File: src/rtl/fastq_block_validator_defines.svh
// assertion helpers shared by the validator rtl
// each macro samples on i_clk and is switched off while i_rst_n is low
`ifndef FASTQ_BLOCK_VALIDATOR_DEFINES_SVH
`define FASTQ_BLOCK_VALIDATOR_DEFINES_SVH

// property checked at every clock edge outside reset
`define FQV_ASSERT(label, prop, msg) \
    label: assert property (@(posedge i_clk) disable iff (!i_rst_n) (prop)) else $error(msg);

// condition in one cycle implies a consequence in the next
`define FQV_ASSERT_NEXT(label, pre, post, msg) \
    label: assert property (@(posedge i_clk) disable iff (!i_rst_n) (pre) |=> (post)) \
        else $error(msg);

`endif

File: src/rtl/fqv_pkg.sv
// ----------------------------------------------------------------------------
// fqv_pkg
// types, constants and helpers of the fastq block validator
// ----------------------------------------------------------------------------
package fqv_pkg;

    // largest buffer the validator accepts, in bytes
    localparam longint unsigned BLOCK_BYTES_MAX = 64'd16777216;

    localparam int POS_W    = 24;
    localparam int OFFSET_W = POS_W + 1;

    // byte offset saturates here; positions at or past the limit fail the buffer
    localparam logic [OFFSET_W-1:0] OFFSET_SPAN  = {1'b1, {POS_W{1'b0}}};
    localparam logic [OFFSET_W-1:0] OFFSET_LIMIT =
        (BLOCK_BYTES_MAX < 64'(OFFSET_SPAN)) ? OFFSET_W'(BLOCK_BYTES_MAX) : OFFSET_SPAN;
    localparam logic [POS_W-1:0]    LEN_MAX      = {POS_W{1'b1}};

    // line end records needed before a buffer can pass
    localparam logic [2:0] REC_COUNT_FULL = 3'd4;

    // characters
    localparam logic [7:0] CHAR_NL = 8'h0A;
    localparam logic [7:0] CHAR_AT = 8'h40;

    // line phase within a record
    localparam logic [1:0] PHASE_ID   = 2'd0;
    localparam logic [1:0] PHASE_BASE = 2'd1;
    localparam logic [1:0] PHASE_PLUS = 2'd2;
    localparam logic [1:0] PHASE_QUAL = 2'd3;

    // result kinds
    localparam logic KIND_POS     = 1'b0;
    localparam logic KIND_VERDICT = 1'b1;

    // result buffer geometry
    localparam int BUF_DEPTH = 4;
    localparam int BUF_PTR_W = 2;
    localparam int BUF_LVL_W = 3;
    localparam logic [BUF_LVL_W-1:0] BUF_ROOM_MAX = BUF_LVL_W'(BUF_DEPTH - 2);
    localparam logic [BUF_LVL_W-1:0] BUF_FULL     = BUF_LVL_W'(BUF_DEPTH);

    typedef struct packed {
        logic             record_kind;
        logic [POS_W-1:0] position;
        logic [POS_W-1:0] max_base_length;
        logic             last;
    } t_result;

    // up to two results produced by one byte
    typedef struct packed {
        logic [1:0] count;
        t_result    res0;
        t_result    res1;
    } t_push;

    // nucleotide letters allowed at the start of a base line
    function automatic logic is_base_char(input logic [7:0] c);
        logic hit;
        hit = 1'b0;
        case (c)
            8'h41, 8'h43, 8'h47, 8'h54, 8'h4E,
            8'h61, 8'h63, 8'h67, 8'h74, 8'h6E: hit = 1'b1;
            default:                           hit = 1'b0;
        endcase
        return hit;
    endfunction

endpackage

File: src/rtl/fqv_if.sv
// ----------------------------------------------------------------------------
// fqv_if
// valid/ready stream interfaces for input bytes and results
// ----------------------------------------------------------------------------
interface fqv_in_if;
    logic       valid;
    logic       ready;
    logic [7:0] data_byte;
    logic       last_byte;
    logic       end_of_file;

    modport source (output valid, output data_byte, output last_byte,
                    output end_of_file, input ready);
    modport sink   (input valid, input data_byte, input last_byte,
                    input end_of_file, output ready);
endinterface

interface fqv_out_if;
    logic                     valid;
    logic                     ready;
    logic                     record_kind;
    logic [fqv_pkg::POS_W-1:0] position;
    logic [fqv_pkg::POS_W-1:0] max_base_length;
    logic                     last;

    modport source (output valid, output record_kind, output position,
                    output max_base_length, output last, input ready);
    modport sink   (input valid, input record_kind, input position,
                    input max_base_length, input last, output ready);
endinterface

File: src/rtl/fqv_check.sv
// ----------------------------------------------------------------------------
// fqv_check
// per-byte record checker: line state, length tracking and result generation
// ----------------------------------------------------------------------------
module fqv_check (
    input  logic           i_clk,
    input  logic           i_rst_n,
    input  logic           i_fire,
    input  logic [7:0]     i_data_byte,
    input  logic           i_last_byte,
    input  logic           i_end_of_file,
    output fqv_pkg::t_push o_push
);

    logic [fqv_pkg::OFFSET_W-1:0] r_byte_offset, n_byte_offset;
    logic [1:0]                   r_phase, n_phase;
    logic [2:0]                   r_count, n_count;
    logic [fqv_pkg::POS_W-1:0]    r_len, n_len;
    logic                         r_fco, n_fco;
    logic [fqv_pkg::POS_W-1:0]    r_base, n_base;
    logic [fqv_pkg::POS_W-1:0]    r_longest, n_longest;
    logic                         r_failed, n_failed;

    // next state and results of the byte at the input register
    always_comb begin
        logic                      v_is_nl;
        logic                      v_fco;
        logic                      v_ok;
        logic [fqv_pkg::POS_W-1:0] v_here;
        logic [fqv_pkg::POS_W-1:0] v_verdict;

        n_byte_offset = r_byte_offset;
        n_phase       = r_phase;
        n_count       = r_count;
        n_len         = r_len;
        n_fco         = r_fco;
        n_base        = r_base;
        n_longest     = r_longest;
        n_failed      = r_failed || (r_byte_offset >= fqv_pkg::OFFSET_LIMIT);
        v_is_nl       = (i_data_byte == fqv_pkg::CHAR_NL);
        v_fco         = 1'b0;
        v_ok          = 1'b1;
        v_here        = r_byte_offset[fqv_pkg::POS_W-1:0];
        v_verdict     = '0;
        o_push        = '0;

        // line tracking while the buffer is still good
        if (!n_failed) begin
            if (v_is_nl) begin
                o_push.count            = 2'd1;
                o_push.res0.record_kind = fqv_pkg::KIND_POS;
                o_push.res0.position    = v_here;
                if (n_count < fqv_pkg::REC_COUNT_FULL) begin
                    n_count = n_count + 3'd1;
                end
                v_fco = (r_len == '0) ? 1'b0 : r_fco;
                case (r_phase)
                    fqv_pkg::PHASE_ID: begin
                        v_ok = v_fco;
                    end
                    fqv_pkg::PHASE_BASE: begin
                        n_base = r_len;
                        if (r_len > r_longest) begin
                            n_longest = r_len;
                        end
                        v_ok = v_fco;
                    end
                    fqv_pkg::PHASE_QUAL: begin
                        v_ok = (r_len == r_base);
                    end
                    default: begin
                        v_ok = 1'b1;
                    end
                endcase
                n_failed = !v_ok;
                n_phase  = r_phase + 2'd1;
                n_len    = '0;
                n_fco    = 1'b0;
            end else begin
                // first character of a line
                if (r_len == '0) begin
                    case (r_phase)
                        fqv_pkg::PHASE_ID:   n_fco = (i_data_byte == fqv_pkg::CHAR_AT);
                        fqv_pkg::PHASE_BASE: n_fco = fqv_pkg::is_base_char(i_data_byte);
                        default:             n_fco = 1'b1;
                    endcase
                end
                if (r_len < fqv_pkg::LEN_MAX) begin
                    n_len = r_len + 1'b1;
                end
            end
        end

        // saturating byte offset
        if (r_byte_offset < fqv_pkg::OFFSET_SPAN) begin
            n_byte_offset = r_byte_offset + 1'b1;
        end

        // end of buffer: optional unterminated line record, then verdict
        if (i_last_byte) begin
            if (i_end_of_file && !n_failed && !v_is_nl) begin
                o_push.count            = 2'd1;
                o_push.res0.record_kind = fqv_pkg::KIND_POS;
                o_push.res0.position    = v_here;
                if (n_count < fqv_pkg::REC_COUNT_FULL) begin
                    n_count = n_count + 3'd1;
                end
            end
            v_verdict = (n_failed || (n_count < fqv_pkg::REC_COUNT_FULL)) ? '0 : n_longest;
            if (o_push.count == 2'd0) begin
                o_push.res0.record_kind     = fqv_pkg::KIND_VERDICT;
                o_push.res0.max_base_length = v_verdict;
                o_push.res0.last            = 1'b1;
            end else begin
                o_push.res1.record_kind     = fqv_pkg::KIND_VERDICT;
                o_push.res1.max_base_length = v_verdict;
                o_push.res1.last            = 1'b1;
            end
            o_push.count  = o_push.count + 2'd1;
            n_byte_offset = '0;
            n_phase       = fqv_pkg::PHASE_ID;
            n_count       = '0;
            n_len         = '0;
            n_fco         = 1'b0;
            n_base        = '0;
            n_longest     = '0;
            n_failed      = 1'b0;
        end

        // nothing leaves without a beat in the input register
        if (!i_fire) begin
            o_push.count = 2'd0;
        end
    end

    // checker state
    always_ff @(posedge i_clk) begin
        if (!i_rst_n) begin
            r_byte_offset <= '0;
            r_phase       <= fqv_pkg::PHASE_ID;
            r_count       <= '0;
            r_len         <= '0;
            r_fco         <= 1'b0;
            r_base        <= '0;
            r_longest     <= '0;
            r_failed      <= 1'b0;
        end else if (i_fire) begin
            r_byte_offset <= n_byte_offset;
            r_phase       <= n_phase;
            r_count       <= n_count;
            r_len         <= n_len;
            r_fco         <= n_fco;
            r_base        <= n_base;
            r_longest     <= n_longest;
            r_failed      <= n_failed;
        end
    end

endmodule

File: src/rtl/fqv_obuf.sv
// ----------------------------------------------------------------------------
// fqv_obuf
// result buffer: takes up to two results per cycle, sends one per ready cycle
// ----------------------------------------------------------------------------
module fqv_obuf (
    input  logic                              i_clk,
    input  logic                              i_rst_n,
    input  fqv_pkg::t_push                    i_push,
    output logic                              o_room,
    output logic [fqv_pkg::BUF_LVL_W-1:0]     o_level,
    fqv_out_if.source                         o_out
);

    fqv_pkg::t_result                 r_mem [fqv_pkg::BUF_DEPTH];
    logic [fqv_pkg::BUF_PTR_W-1:0]    r_wr_ptr, n_wr_ptr;
    logic [fqv_pkg::BUF_PTR_W-1:0]    r_rd_ptr, n_rd_ptr;
    logic [fqv_pkg::BUF_LVL_W-1:0]    r_level, n_level;
    logic                             w_pop;
    logic [fqv_pkg::BUF_PTR_W-1:0]    w_wr_ptr1;

    assign w_pop     = o_out.valid && o_out.ready;
    assign w_wr_ptr1 = r_wr_ptr + 1'b1;

    // pointer and fill level bookkeeping
    always_comb begin
        n_wr_ptr = r_wr_ptr + fqv_pkg::BUF_PTR_W'(i_push.count);
        n_rd_ptr = w_pop ? r_rd_ptr + 1'b1 : r_rd_ptr;
        n_level  = r_level + fqv_pkg::BUF_LVL_W'(i_push.count)
                 - fqv_pkg::BUF_LVL_W'(w_pop);
    end

    always_ff @(posedge i_clk) begin
        if (!i_rst_n) begin
            r_wr_ptr <= '0;
            r_rd_ptr <= '0;
            r_level  <= '0;
        end else begin
            r_wr_ptr <= n_wr_ptr;
            r_rd_ptr <= n_rd_ptr;
            r_level  <= n_level;
        end
    end

    // result storage
    always_ff @(posedge i_clk) begin
        if (i_push.count != 2'd0) begin
            r_mem[r_wr_ptr] <= i_push.res0;
        end
        if (i_push.count == 2'd2) begin
            r_mem[w_wr_ptr1] <= i_push.res1;
        end
    end

    // output beat straight from storage
    assign o_out.valid           = (r_level != '0);
    assign o_out.record_kind     = r_mem[r_rd_ptr].record_kind;
    assign o_out.position        = r_mem[r_rd_ptr].position;
    assign o_out.max_base_length = r_mem[r_rd_ptr].max_base_length;
    assign o_out.last            = r_mem[r_rd_ptr].last;

    assign o_room  = (r_level <= fqv_pkg::BUF_ROOM_MAX);
    assign o_level = r_level;

endmodule

File: src/rtl/fastq_block_validator.sv
// throughput: one byte per cycle while the result buffer has room, which needs
//   the output to be taken; a byte that gives two results (line end or
//   unterminated line plus verdict) sends them as two beats through the single-beat result buffer port
// reset: synchronous active-low i_rst_n clears line state, input register and buffer
// ----------------------------------------------------------------------------
// fastq_block_validator
// streaming fastq record format check over one buffer, one byte per beat
// ----------------------------------------------------------------------------
`include "fastq_block_validator_defines.svh"

module fastq_block_validator (
    input  logic      i_clk,
    input  logic      i_rst_n,
    fqv_in_if.sink    i_in,
    fqv_out_if.source o_out
);

    logic                              r_in_valid;
    logic [7:0]                        r_in_byte;
    logic                              r_in_last;
    logic                              r_in_eof;
    logic                              w_fire;
    logic                              w_room;
    logic [fqv_pkg::BUF_LVL_W-1:0]     w_level;
    fqv_pkg::t_push                    w_push;

    // input register: refills in the same cycle that its beat moves on
    assign w_fire     = r_in_valid && w_room;
    assign i_in.ready = !r_in_valid || w_fire;

    always_ff @(posedge i_clk) begin
        if (!i_rst_n) begin
            r_in_valid <= 1'b0;
        end else if (i_in.valid && i_in.ready) begin
            r_in_valid <= 1'b1;
        end else if (w_fire) begin
            r_in_valid <= 1'b0;
        end
    end

    always_ff @(posedge i_clk) begin
        if (i_in.valid && i_in.ready) begin
            r_in_byte <= i_in.data_byte;
            r_in_last <= i_in.last_byte;
            r_in_eof  <= i_in.end_of_file;
        end
    end

    // record checker
    fqv_check u_check (
        .i_clk         (i_clk),
        .i_rst_n       (i_rst_n),
        .i_fire        (w_fire),
        .i_data_byte   (r_in_byte),
        .i_last_byte   (r_in_last),
        .i_end_of_file (r_in_eof),
        .o_push        (w_push)
    );

    // result buffer
    fqv_obuf u_obuf (
        .i_clk   (i_clk),
        .i_rst_n (i_rst_n),
        .i_push  (w_push),
        .o_room  (w_room),
        .o_level (w_level),
        .o_out   (o_out)
    );

    // checks
    `FQV_ASSERT(a_verdict_ends_buffer, w_fire && r_in_last |-> ((w_push.count == 2'd1) && (w_push.res0.record_kind == fqv_pkg::KIND_VERDICT)) || ((w_push.count == 2'd2) && w_push.res1.last && !w_push.res0.last), "last byte must end with exactly one verdict")
    `FQV_ASSERT(a_one_result_mid_buffer, w_fire && !r_in_last |-> (w_push.count <= 2'd1) && !w_push.res0.last, "byte inside a buffer gave more than a line end record")
    `FQV_ASSERT(a_buffer_bound, w_level <= fqv_pkg::BUF_FULL, "result buffer overfilled")
    `FQV_ASSERT_NEXT(a_stalled_byte_held, r_in_valid && !w_fire, r_in_valid && $stable(r_in_byte) && $stable(r_in_last), "stalled input register changed")

endmodule
File: src/flat_wrapper.sv
// flat-port wrapper written by rule: the top's interface ports become plain ports
module fastq_block_validator_flat 
  (i_clk, i_rst_n, i_in_valid, i_in_data_byte, i_in_last_byte, i_in_end_of_file, i_in_ready, o_out_valid, o_out_record_kind, o_out_position, o_out_max_base_length, o_out_last, o_out_ready);
  fqv_in_if i_in_i ();
  fqv_out_if o_out_i ();
  input  logic i_clk;
  input  logic i_rst_n;
  input wire logic [$bits(i_in_i.valid)-1:0] i_in_valid;
  input wire logic [$bits(i_in_i.data_byte)-1:0] i_in_data_byte;
  input wire logic [$bits(i_in_i.last_byte)-1:0] i_in_last_byte;
  input wire logic [$bits(i_in_i.end_of_file)-1:0] i_in_end_of_file;
  output wire logic [$bits(i_in_i.ready)-1:0] i_in_ready;
  output wire logic [$bits(o_out_i.valid)-1:0] o_out_valid;
  output wire logic [$bits(o_out_i.record_kind)-1:0] o_out_record_kind;
  output wire logic [$bits(o_out_i.position)-1:0] o_out_position;
  output wire logic [$bits(o_out_i.max_base_length)-1:0] o_out_max_base_length;
  output wire logic [$bits(o_out_i.last)-1:0] o_out_last;
  input wire logic [$bits(o_out_i.ready)-1:0] o_out_ready;
  assign i_in_i.valid = i_in_valid;
  assign i_in_i.data_byte = i_in_data_byte;
  assign i_in_i.last_byte = i_in_last_byte;
  assign i_in_i.end_of_file = i_in_end_of_file;
  assign i_in_ready = i_in_i.ready;
  assign o_out_valid = o_out_i.valid;
  assign o_out_record_kind = o_out_i.record_kind;
  assign o_out_position = o_out_i.position;
  assign o_out_max_base_length = o_out_i.max_base_length;
  assign o_out_last = o_out_i.last;
  assign o_out_i.ready = o_out_ready;
  fastq_block_validator u_core (.i_clk(i_clk), .i_rst_n(i_rst_n), .i_in(i_in_i), .o_out(o_out_i));
endmodule
File: config.mk
export PLATFORM = sky130hd
export DESIGN_NAME = fastq_block_validator_flat
export DESIGN_NICKNAME = d
export VERILOG_FILES = /design/src/rtl/fqv_pkg.sv /design/src/rtl/fqv_if.sv /design/src/rtl/fqv_check.sv /design/src/rtl/fqv_obuf.sv /design/src/rtl/fastq_block_validator.sv /design/src/flat_wrapper.sv
export VERILOG_INCLUDE_DIRS = /design/src /design/src/rtl
export SDC_FILE = /design/constraint.sdc
export NUM_CORES = 1
export LEC_CHECK = 0
export BUFFER_PORTS_ARGS = -buffer_cell sky130_fd_sc_hd__buf_2
export CAP_MARGIN = 40
export CORE_MARGIN = 4
export CORE_UTILIZATION = 55
export DETAILED_ROUTE_END_ITERATION = 8
export PLACE_DENSITY = 0.72
export SYNTH_ARGS = -nofsm -noshare
export SYNTH_HDL_FRONTEND = slang
export SYNTH_SLANG_ARGS = --single-unit
File: constraint.sdc
create_clock -name i_clk -period 10.7 [get_ports i_clk]
set_clock_uncertainty 0.15 [all_clocks]
set_input_delay 0.535 -clock i_clk [delete_from_list [all_inputs] [get_ports i_clk]]
set_output_delay 0.535 -clock i_clk [all_outputs]
set_load 0.02 [all_outputs]
# After elaboration in Yosys (flattened, before gate mapping)
# Memory sizes are Yosys's and may differ from the RTL's. A register that Yosys moved wholly into a read port is not among the register bits.
# Cells that the tools add are included.
[word_totals]
mem_bits_rw = 200
elab_cells = 140
output_inout_bits = 52
n_memories = 1
reg_bits = 122
[op_classes]
add_sub_neg = 11
reduce_logical = 30
n_mux = 58
n_lt_le_gt_ge = 8
eq_ne = 17
[mem_list]
columns = ["memory", "depth", "word_bits", "read_ports", "rd_clocked_by_memory_dff", "write_ports", "line_no", "rtl"]
rows = [
  ["u_core.u_obuf.r_mem", 4, 50, 1, 1, 2, "fqv_obuf.sv:14", "fqv_pkg::t_result r_mem [fqv_pkg::BUF_DEPTH];"],
]
[ops]
columns = ["operator", "n"]
rows = [
  ["24-bit two-way mux", 14],
  ["25-bit two-way mux", 5],
  ["8-bit by 7-bit == test with 1-bit output, second input constant", 11],
  ["27-bit two-way mux", 2],
  ["53-bit two-way mux", 1],
  ["26-bit two-way mux", 2],
  ["25-bit by 1-bit adder with 25-bit output, second input constant", 1],
  ["25-bit >= comparator, second input constant", 1],
  ["25-bit less-than comparator, second input constant", 1],
  ["24-bit by 1-bit adder with 24-bit output, second input constant", 1],
  ["24-bit == test", 1],
  ["24-bit > comparator", 1],
  ["24-bit logical NOT", 1],
  ["24-bit less-than comparator, second input constant", 1],
  ["3-bit two-way mux", 7],
  ["1-bit two-way mux", 19],
  ["2-bit two-way mux", 6],
  ["2-bit nonzero test", 5],
  ["10-bit OR reduction", 1],
  ["3-bit less-than comparator, second input constant", 3],
  ["3-bit AND reduction", 3],
  ["3-bit nonzero test", 3],
  ["2-bit by 1-bit adder with 2-bit output, second input constant", 4],
  ["8-bit by 4-bit == test with 1-bit output, second input constant", 1],
  ["16 further kinds", 29],
]

# Longest topological paths before layout
# Gate-level depths: netlist (run 1).
[depth]
ltp_word = 22
mapped_depth = 10
depth_no_buf = 9

# By module
# Synthesis (run 1) repeated with hierarchy kept, for this count alone.
[unflattened]
cells_unflattened = 1561
area_unflattened_um2 = 18363.9
[by_module_without_submodules]
columns = ["mod", "seq_area_each_um2", "area_each_um2", "n_inst", "cells_each"]
rows = [
  ["fqv_obuf", 6185.9, 10167.3, 1, 540],
  ["fqv_check", 2082.0, 7831.3, 1, 1005],
  ["fastq_block_validator", 320.3, 365.4, 1, 16],
]

# Least setup slack after synthesis (run 1)
# No wires, ideal clock.
[synth_timing]
kind = "reg2reg"
startpoint = "register u_core.r_in_byte[2]"
endpoint = "memory u_core.u_obuf.r_mem[0][0] (netlist name), enable pin"
path_stages_with_launch = 6
arrival_time_ps = 3176
synth_period_minus_slack_ps = 3768
required_ps = 10108
slack_ps = 6932
path_cell_list = "edfxtp_1 nor3_1 a31o_2 nand3_1 buf_2 o21ai_0"
[synth_lines]
columns = ["element", "line_no", "rtl"]
rows = [
  ["from (decl)", "fastq_block_validator.sv:19", "logic [7:0] r_in_byte;"],
  ["from (signal assigned)", "fastq_block_validator.sv:43", "r_in_byte <= i_in.data_byte;"],
  ["to (decl)", "fqv_obuf.sv:14", ""],
]

==> reports/summary.txt, run 1 <==
Sequential cell area fraction in the yosys report = 0.486
Unrepaired setup endpoints after global routing = false
Cell Area, Synth = 15,500 um^2
Cell taking the most area after synthesis = dfxtp_1
DRC viols = 0
Async set or reset register ratio after synthesis = 0
TritonCTS Sinks = 320
Post-Layout Cell Count = 1,983
CTS buffer count = 35
Die area = 30,900 um^2
CTS max path bufs = 3
CTS Root Buffer Type = clkbuf_16
Post-synth EDFFs = 110
Wire per inst = 20.1 um
CP max FO = 40
Syn Area/Cell = 9.78 um^2
H-tree level count = 2
Synthesis-to-finish area growth = 12.3%
Ys flop type = dfxtp_1
Share of post-route cells with drive strength above 1 = 0.163
Die Span Y = 176 um
Max-slew violation count = 0
Initial Util = 0.556
DP HPWL = 25,100 um
Vias in the first global route = 12,100
Placed Cells = 1,920
Critical path data required time = 10.89 ns
Setup bufs post-CTS = 0
Critical Path Sink Type = flip-flop
Final hold violations = 0
YS warnings = 0
First-pass GRT wire length = 64,300 um
Final total power = 2920 uW
Cells resized by post-CTS repair = 0
Status = completed
Largest net degree at the start of global routing = 68
Commonest cells post-synth = dfxtp_1, a21oi_1, nand2_1
Type of element launching the critical path = flip-flop
GRT Util Overall = 0.255
Final nets = 1,628
Ranking of synthesized cells by area = dfxtp_1, edfxtp_1, mux4_2, a21oi_1, nand3_1
Yosys reg bits = 320
Final GP Congestion = 0.868
Fin crit period = 3.90 ns
Most frequent cell after synthesis = dfxtp_1
Total number of vias = 12,500
Fmax = 257 MHz
Slew Limit Headroom = 0.419
Leak Pwr = 0.00582 uW
Row Count = 61
DIE WIDTH = 176 um
VDD IR-drop max = 119 uV
Initial antenna violation count = 0
HP Class = in2reg
Core area = 27,800 um^2
Port Buffers = 65
Setup TNS = 0 ns
Hold WS = 0.0492 ns
Synth Instances = 1,580
I/O pin total = 66
DRT antenna net count = 0
Starting DRT DRC Count = 1,577
Worst EP arrival = 4.08 ns
Max-cap violations = 0
Routed WL = 39,800 um
Drt pass-1 iters = 9
Final core occ = 0.625
Clock Latency Late Sink = 0.52 ns
PD cells = 168 nW/um^2
Reg clk slew, reported paths = 0.06 ns
Synthesized Nets = 1,629
Top cell type's share of synthesized area = 0.272
Vias per inst = 6.29
Cts hold-fix bufs = 0
Ant. Diodes = 0
Yosys cell types = 68
Endpoints failing setup = 0
GRT overflow = 0
Tcrit/Tclk final = 0.364
CTS tree = built
Actual slew at the worst max-slew pin = 0.865 ns
Critical path class = reg2reg
-- layout by cell type (no fill, tap or decap), drive strengths merged, types with 3 or more instances in the layout --
master / synthesis / layout
o22ai: 3 / 3
or3: 9 / 9
nand2: 158 / 158
xnor2: 31 / 31
nand4: 33 / 33
nor2b: 34 / 34
nor4: 11 / 11
nor3b: 5 / 5
a21oi: 214 / 214
and3: 13 / 13
dfxtp: 210 / 210
nand3: 130 / 130
o21ai: 41 / 41
inv: 39 / 40
nand2b: 4 / 4
a22oi: 26 / 26
buf: 31 / 106
nor3: 16 / 16
o211ai: 25 / 25
nor2: 83 / 83
o2111ai: 24 / 24
clkinv: 1 / 16
a31oi: 29 / 29
a21o: 6 / 6
and2: 9 / 9
xor2: 39 / 39
clkbuf: 113 / 45
mux4: 49 / 49
or2: 6 / 6
ha: 34 / 34
edfxtp: 110 / 110
o31ai: 3 / 3
and4: 7 / 7
a21boi: 5 / 5
-- through the flow --
| stage | instance area, um^2 | setup slack (ns) |
|---|---|---|
| after floorplan | 15500 | 6.93 |
| after global placement | 15900 | 6.73 |
| after detailed placement | 16200 | 6.96 |
| after CTS | 17400 | 6.93 |
| after global routing | 17400 | 6.61 |
| final | 17400 | 6.80 |
-- logic make-up (layout without fill, tap and decap cells) --
logic type	count (synthesis)	in the layout	share of synthesized area
AO/OA/AOI/OAI	393	393	0.158
adder cells (fa/ha/maj)	35	35	0.0288
AND/OR/NAND/NOR	527	527	0.168
buffers and inverters	184	209	0.0477
XOR/XNOR	70	70	0.0397
multiplexers	51	51	0.0727
flip-flops	320	320	0.486
-- metal layers --
layer | part of all wire | GRT usage
met5 | 0 | 0
met2 | 0.46 | 0.400
met1 | 0.42 | 0.368
met3 | 0.092 | 0.0435
met4 | 0.022 | 0.0744
-- worst paths after layout --
check	start	slack, ns	depth (start not counted)	to
worst min register to register	u_core.u_obuf.r_mem[3][28]	0.30	2	u_core.u_obuf.r_mem[3][28]
worst min-delay path	i_in_data_byte[4]	0.05	1	u_core.r_in_byte[4]
worst max-delay path	u_core.u_check.r_len[5]	6.80	8	u_core.u_obuf.r_mem[0][20]
worst max register to register	u_core.u_check.r_len[5]	6.80	8	u_core.u_obuf.r_mem[0][20]
-- registers in the layout, summed over array words and instances (netlist names), 2 cells and up, named ones only --
name,count
u_core.r_in_byte,8
u_core.u_check.r_base,24
u_core.u_check.r_byte_offset,25
u_core.u_check.r_count,3
u_core.u_check.r_len,24
u_core.u_check.r_longest,24
u_core.u_check.r_phase,2
u_core.u_obuf.o_level,3
u_core.u_obuf.r_mem,196
u_core.u_obuf.r_rd_ptr,2
u_core.u_obuf.r_wr_ptr,2
-- power breakdown --
part	switching, uW	internal [uW]	leakage, uW
Sequential	20.8	1280	0.00280
Clock	482	690	0.000562
Combinational	265	173	0.00247
Total	768	2150	0.00582
-- final cells by class --
class	instances	area (um^2)
Fill cell	2296	10400
Sequential cell	320	7510
Multi-Input combinational cell	1076	7290
Clock buffer	45	1010
Timing Repair Buffer	106	801
Tap cell	378	473
Inverter	40	150
Clock inverter	18	126
-- worst max-delay path: stages, from the launching register on --
cell and delay (ns):
dfxtp_1 0.70, ha_1 0.28, nand4_1 0.11, nor3_1 0.58
a21boi_0 0.43, o31a_1 0.43, buf_4 0.48, o211ai_1 0.29
a21oi_1 0.23
Note: power is estimated with default switching activity, not from simulation.
==> inputs of run 2 (changes only) <==
PLACE_DENSITY = 0.75   (was 0.72)
clock period = 3.2 ns   (was 10.7 ns; I/O delays follow)
==> reports/summary.txt, run 2 (synthesized netlist as in run 1, its figures left out) <==
Final core occ = 0.639 (was 0.625)
Initial Util = 0.556 (unchanged)
DRC viols = 0 (unchanged)
Routed WL = 39,900 um (was 39,800 um)
Synthesis-to-finish area growth = 14.9% (was 12.3%)
First-pass GRT wire length = 63,700 um (was 64,300 um)
Final GP Congestion = 0.934 (was 0.868)
DP HPWL = 25,300 um (was 25,100 um)
Total number of vias = 12,600 (was 12,500)
Type of element launching the critical path = flip-flop (unchanged)
Status = completed (unchanged)
Critical path data required time = 3.29 ns (was 10.89 ns)
Starting DRT DRC Count = 1,369 (was 1,577)
CTS tree = built (unchanged)
Row Count = 61 (unchanged)
Leak Pwr = 0.00598 uW (was 0.00582 uW)
Core area = 27,800 um^2 (unchanged)
Wire per inst = 19.5 um (was 20.1 um)
Drt pass-1 iters = 5 (was 9)
Cell area after layout = 17,800 um^2 (was 17,400 um^2)
Commonest non-fill, non-tap cell in the layout = dfxtp_1 (unchanged)
H-tree level count = 2 (unchanged)
Slew Limit Headroom = 0.487 (was 0.419)
Critical Path Sink Type = flip-flop (unchanged)
CTS buffer count = 35 (unchanged)
Die area = 30,900 um^2 (unchanged)
Final hold violations = 0 (unchanged)
Unrepaired setup endpoints after global routing = false (unchanged)
Vias per inst = 6.14 (was 6.29)
Max-cap violations = 0 (unchanged)
Die Span Y = 176 um (unchanged)
CTS max path bufs = 3 (unchanged)
Max FFs per register = 196 (unchanged)
TritonCTS Sinks = 320 (unchanged)
DRT met1 WL = 17,000 um (was 16,800 um)
Max-slew violation count = 0 (unchanged)
Fmax = 324 MHz (was 257 MHz)
Initial antenna violation count = 0 (unchanged)
Met2 Wirelength = 18,200 um (was 18,500 um)
Actual slew at the worst max-slew pin = 0.770 ns (was 0.865 ns)
CTS Root Buffer Type = clkbuf_16 (unchanged)
Placed Cells = 1,961 (was 1,920)
Endpoints failing setup = 0 (unchanged)
Placed instance area = 16,400 um^2 (was 16,200 um^2)
FILL cells = 2,230 (was 2,296)
WL met3 = 3470 um (was 3670 um)
Most frequent cells in the layout = dfxtp_1, a21oi_1, nand2_1 (unchanged)
Vias in the first global route = 12,000 (was 12,100)
Share of post-route cells with drive strength above 1 = 0.184 (was 0.163)
Critical path class = reg2reg (unchanged)
DIE WIDTH = 176 um (unchanged)
Largest regs = u_core.u_obuf.r_mem (196), u_core.u_check.r_byte_offset (25) (unchanged)
Tcrit/Tclk final = 0.966 (was 0.364)
Biggest register = u_core.u_obuf.r_mem (unchanged)
VDD IR-drop max = 437 uV (was 119 uV)
Largest net degree at the start of global routing = 97 (was 68)
GRT Util Overall = 0.253 (was 0.255)
Reg clk slew, reported paths = 0.06 ns (about the same)
Final nets = 1,690 (was 1,628)
Port Buffers = 65 (unchanged)
Ant. Diodes = 0 (unchanged)
Clock Latency Late Sink = 0.52 ns (about the same)
PD cells = 552 nW/um^2 (was 168 nW/um^2)
I/O pin total = 66 (unchanged)
CP max FO = 12 (was 40)
HP Class = in2reg (unchanged)
Max layer used = met4 (unchanged)
DRT antenna net count = 0 (unchanged)
Worst EP arrival = 3.18 ns (was 4.08 ns)
Fin crit period = 3.09 ns (was 3.90 ns)
Post-Layout Cell Count = 2,045 (was 1,983)
GRT overflow = 0 (unchanged)
run 2: changes by cell type in the layout (fill, tap and decap cells not counted), sizes merged:
cell / delta
clkinv: -7
clkbuf: +5
bufinv: +1
clkinvlp: +1
buf: +50
dlygate4sd3: +12
run 2: cell type report:
| cell class | count | area (um^2) | share of cell area |
|---|---|---|---|
| clock buffers | 50 | 993 | 0.0560 |
| clock inverters | 13 | 135 | 0.00761 |
| inverters | 40 | 150 | 0.00846 |
| multi-input cells | 1076 | 7280 | 0.410 |
| flip-flops and latches | 320 | 7510 | 0.423 |
| well taps | 378 | 473 | 0.0266 |
| repair buffers | 168 | 1210 | 0.0682 |
run 2: stage by stage:
| stage | power, uW | setup TNS [ns] | setup WS [ns] | hold WS (ns) |
|---|---|---|---|---|
| after global placement | 5900 | -3.88 | -0.0719 | 0.186 |
| after detailed placement | 5920 | 0 | 0.0606 | 0.188 |
| after floorplan | 5470 | -42.57 | -0.568 | 0.109 |
| after CTS | 9860 | 0 | 0.0343 | 0.0000293 |
| after global routing | 10100 | 0 | 0.0000191 | 0.0539 |
| final | 9810 | 0 | 0.109 | 0.0233 |
run 2: worst paths after layout:
check | slack (ns) | from | cells past startpoint | endpoint
worst max register to register | 0.11 | u_core.u_check.r_longest[5] | 9 | u_core.u_obuf.r_mem[0][6]
worst min register to register | 0.30 | u_core.u_obuf.r_mem[2][33] | 2 | u_core.u_obuf.r_mem[2][33]
worst max-delay path | 0.11 | u_core.u_check.r_longest[5] | 9 | u_core.u_obuf.r_mem[0][6]
worst min-delay path | 0.02 | o_out_ready | 4 | u_core.u_obuf.r_rd_ptr[0]
run 2: power by group:
group          leakage, uW  total, uW  internal (uW)  switching (uW)
logic              0.00273       1440            594             844
clock network     0.000545       3960           2340            1620
registers          0.00271       4410           4300             115
total              0.00598       9810           7230            2580
run 2: critical path, cell delays in order, from the launching register on:
cell and delay, ns:
dfxtp_1 0.37, inv_1 0.08, ha_1 0.30, a41oi_1 0.23, o21ai_0 0.14, a221o_1 0.41
o31a_1 0.36, buf_4 0.24, o211ai_1 0.39, a21oi_1 0.13
run 2: layer usage:
layer  vias up  track usage
met2       573        0.391
met1      6022        0.364
li1       5881            -
met3        84       0.0418
met5         -            0
met4         0       0.0861
run 2: what timing repair did:
item	4_1_cts	5_1_grt
endpoints found under the hold margin	30	0
hold buffers	12	0
setup buffers	0	9
gates resized for setup	0	2
endpoints found under the setup margin	0	92
==> inputs of run 3 (changes only) <==
PLACE_DENSITY = 0.72   (was 0.75)
clock period = 2.91 ns   (was 3.2 ns; I/O delays follow)
==> reports/summary.txt, run 3 (synthesized netlist as in run 1, its figures left out) <==
Die Span Y = 176 um (unchanged)
Most frequent cells in the layout = a21oi_1, dfxtp_1, nand2_1 (was dfxtp_1, a21oi_1, nand2_1)
TritonCTS Sinks = 320 (unchanged)
Max layer used = met4 (unchanged)
Core area = 27,800 um^2 (unchanged)
Seq pwr share = 0.448 (was 0.450)
Max-slew violation count = 0 (unchanged)
CTS tree = built (unchanged)
Vias in the first global route = 12,200 (was 12,000)
Biggest register = u_core.u_obuf.r_mem (unchanged)
Final hold violations = 0 (unchanged)
Final nets = 1,704 (was 1,690)
Starting DRT DRC Count = 1,481 (was 1,369)
Reg clk slew, reported paths = 0.06 ns (about the same)
Largest net degree at the start of global routing = 50 (was 97)
Share of post-route cells with drive strength above 1 = 0.205 (was 0.184)
I/O pin total = 66 (unchanged)
HP Class = in2reg (unchanged)
VDD IR-drop max = 766 uV (was 437 uV)
CTS max path bufs = 3 (unchanged)
Max FFs per register = 196 (unchanged)
CTS buffer count = 35 (unchanged)
Sw Pwr = 2800 uW (was 2580 uW)
Fin crit period = 2.85 ns (was 3.09 ns)
Slowest stage delay, CP = 0.42 ns (was 0.41 ns)
Synthesis-to-finish area growth = 16.8% (was 14.9%)
Logic pwr share = 0.153 (was 0.147)
Leak Pwr = 0.00621 uW (was 0.00598 uW)
Slowest CP cell = o31a_1 (was a221o_1)
CP max FO = 12 (unchanged)
Total number of vias = 12,800 (was 12,600)
Post-place setup slack = 0.0507 ns (was 0.0606 ns)
Status = completed (unchanged)
Worst EP arrival = 2.95 ns (was 3.18 ns)
Wire per inst = 20.0 um (was 19.5 um)
Clock share of power = 0.399 (was 0.404)
Drt pass-1 iters = 5 (unchanged)
Slew Limit Headroom = 0.465 (was 0.487)
Critical Path Sink Type = flip-flop (unchanged)
Initial antenna violation count = 0 (unchanged)
Type of element launching the critical path = flip-flop (unchanged)
DRC viols = 0 (unchanged)
Final core occ = 0.650 (was 0.639)
Routed WL = 41,100 um (was 39,900 um)
First-pass GRT wire length = 64,900 um (was 63,700 um)
GRT overflow = 0 (unchanged)
Endpoints failing setup = 0 (unchanged)
Sw Share = 0.262 (was 0.263)
Tcrit/Tclk final = 0.979 (was 0.966)
CP Cell Sequence = inv_1 -> ha_1 -> nand4_1 -> nor2_1 -> a221o_1 -> o31a_1 -> clkbuf_16 -> o211ai_1 -> a21oi_1 (was inv_1 -> ha_1 -> a41oi_1 -> o21ai_0 -> a221o_1 -> o31a_1 -> buf_4 -> o211ai_1 -> a21oi_1)
CTS Root Buffer Type = clkbuf_16 (unchanged)
Final GP Congestion = 0.909 (was 0.934)
Row Count = 61 (unchanged)
Met2 Wirelength = 18,900 um (was 18,200 um)
Initial Util = 0.556 (unchanged)
Commonest non-fill, non-tap cell in the layout = a21oi_1 (was dfxtp_1)
Die area = 30,900 um^2 (unchanged)
DP HPWL = 25,200 um (was 25,300 um)
GRT Util Overall = 0.259 (was 0.253)
PD cells = 591 nW/um^2 (was 552 nW/um^2)
Final WS setup = 0.0600 ns (was 0.109 ns)
Placed instance area = 16,600 um^2 (was 16,400 um^2)
Final total power = 10,700 uW (was 9810 uW)
FILL cells = 2,219 (was 2,230)
Port Buffers = 65 (unchanged)
Vias per inst = 6.20 (was 6.14)
Max-cap violations = 0 (unchanged)
DIE WIDTH = 176 um (unchanged)
DRT antenna net count = 0 (unchanged)
Cell area after layout = 18,100 um^2 (was 17,800 um^2)
WL met3 = 3390 um (was 3470 um)
Clock Latency Late Sink = 0.52 ns (about the same)
Actual slew at the worst max-slew pin = 0.803 ns (was 0.770 ns)
Ant. Diodes = 0 (unchanged)
Largest regs = u_core.u_obuf.r_mem (196), u_core.u_check.r_byte_offset (25) (unchanged)
DRT met1 WL = 17,700 um (was 17,000 um)
Fmax = 351 MHz (was 324 MHz)
Critical path class = reg2reg (unchanged)
H-tree level count = 2 (unchanged)
Pint = 7870 uW (was 7230 uW)
Critical path data required time = 3.01 ns (was 3.29 ns)
-- run 3: critical path, delay by kind of cell, from the launching register on --
| kind | cells | cell delay (ns) |
|---|---|---|
| adder cells (fa/ha/maj) | 1 | 0.29 |
| AND/OR/NAND/NOR | 2 | 0.22 |
| AO/OA/AOI/OAI | 4 | 1.27 |
| flip-flops | 1 | 0.34 |
| buffers and inverters | 2 | 0.30 |
-- run 3: area by class of cell --
type                    count  area, um^2  area share
repair buffers            182        1420      0.0787
flip-flops and latches    320        7530       0.417
inverters                  40         150     0.00831
clock buffers              54        1020      0.0564
well taps                 378         473      0.0262
clock inverters             9        82.6     0.00457
multi-input cells        1076        7380       0.409
-- run 3: path summary, 6_finish.rpt --
kind                                 to  slack, ns  cells past startpoint                    startpoint
max          u_core.u_obuf.r_mem[0][22]       0.06                      9  u_core.u_check.r_longest[13]
max reg2reg  u_core.u_obuf.r_mem[0][22]       0.06                      9  u_core.u_check.r_longest[13]
min reg2reg  u_core.u_obuf.r_mem[1][35]       0.30                      2    u_core.u_obuf.r_mem[1][35]
min           u_core.u_obuf.r_rd_ptr[0]       0.03                      4                   o_out_ready
-- run 3: timing repair --
action | CTS | global route
hold buffers | 11 | 0
buffers inserted | 0 | 7
cloned | 0 | 3
pin swaps | 0 | 16
endpoints found under the hold margin | 11 | 0
gates resized for setup | 1 | 29
setup endpoints to repair | 2 | 96
-- run 3: power by group through the flow --
stage	Combinational [uW]	Sequential [uW]	Clock, uW
4_1_cts	1620	4780	4310
5_1_grt	1740	4790	4500
2_1_floorplan	1140	4870	0
3_3_place_gp	1590	4870	0
6_report	1630	4780	4260
3_5_place_dp	1600	4880	0
-- run 3: per-stage QoR --
stage / TNS (ns) / instances / hold slack [ns]
floorplan: -13.53 / 1580 / 0.0944
global placement: 0 / 1975 / 0.172
detailed placement: 0 / 1975 / 0.174
CTS: 0 / 2049 / 0.00598
global route: -0.443 / 2059 / 0.0445
finish: 0 / 2059 / 0.0251
-- run 3: metal layers --
metal | track usage | vias to the layer above
met4 | 0.0874 | 0
met3 | 0.0433 | 78
met5 | 0 | -
li1 | - | 5916
met2 | 0.402 | 620
met1 | 0.372 | 6157
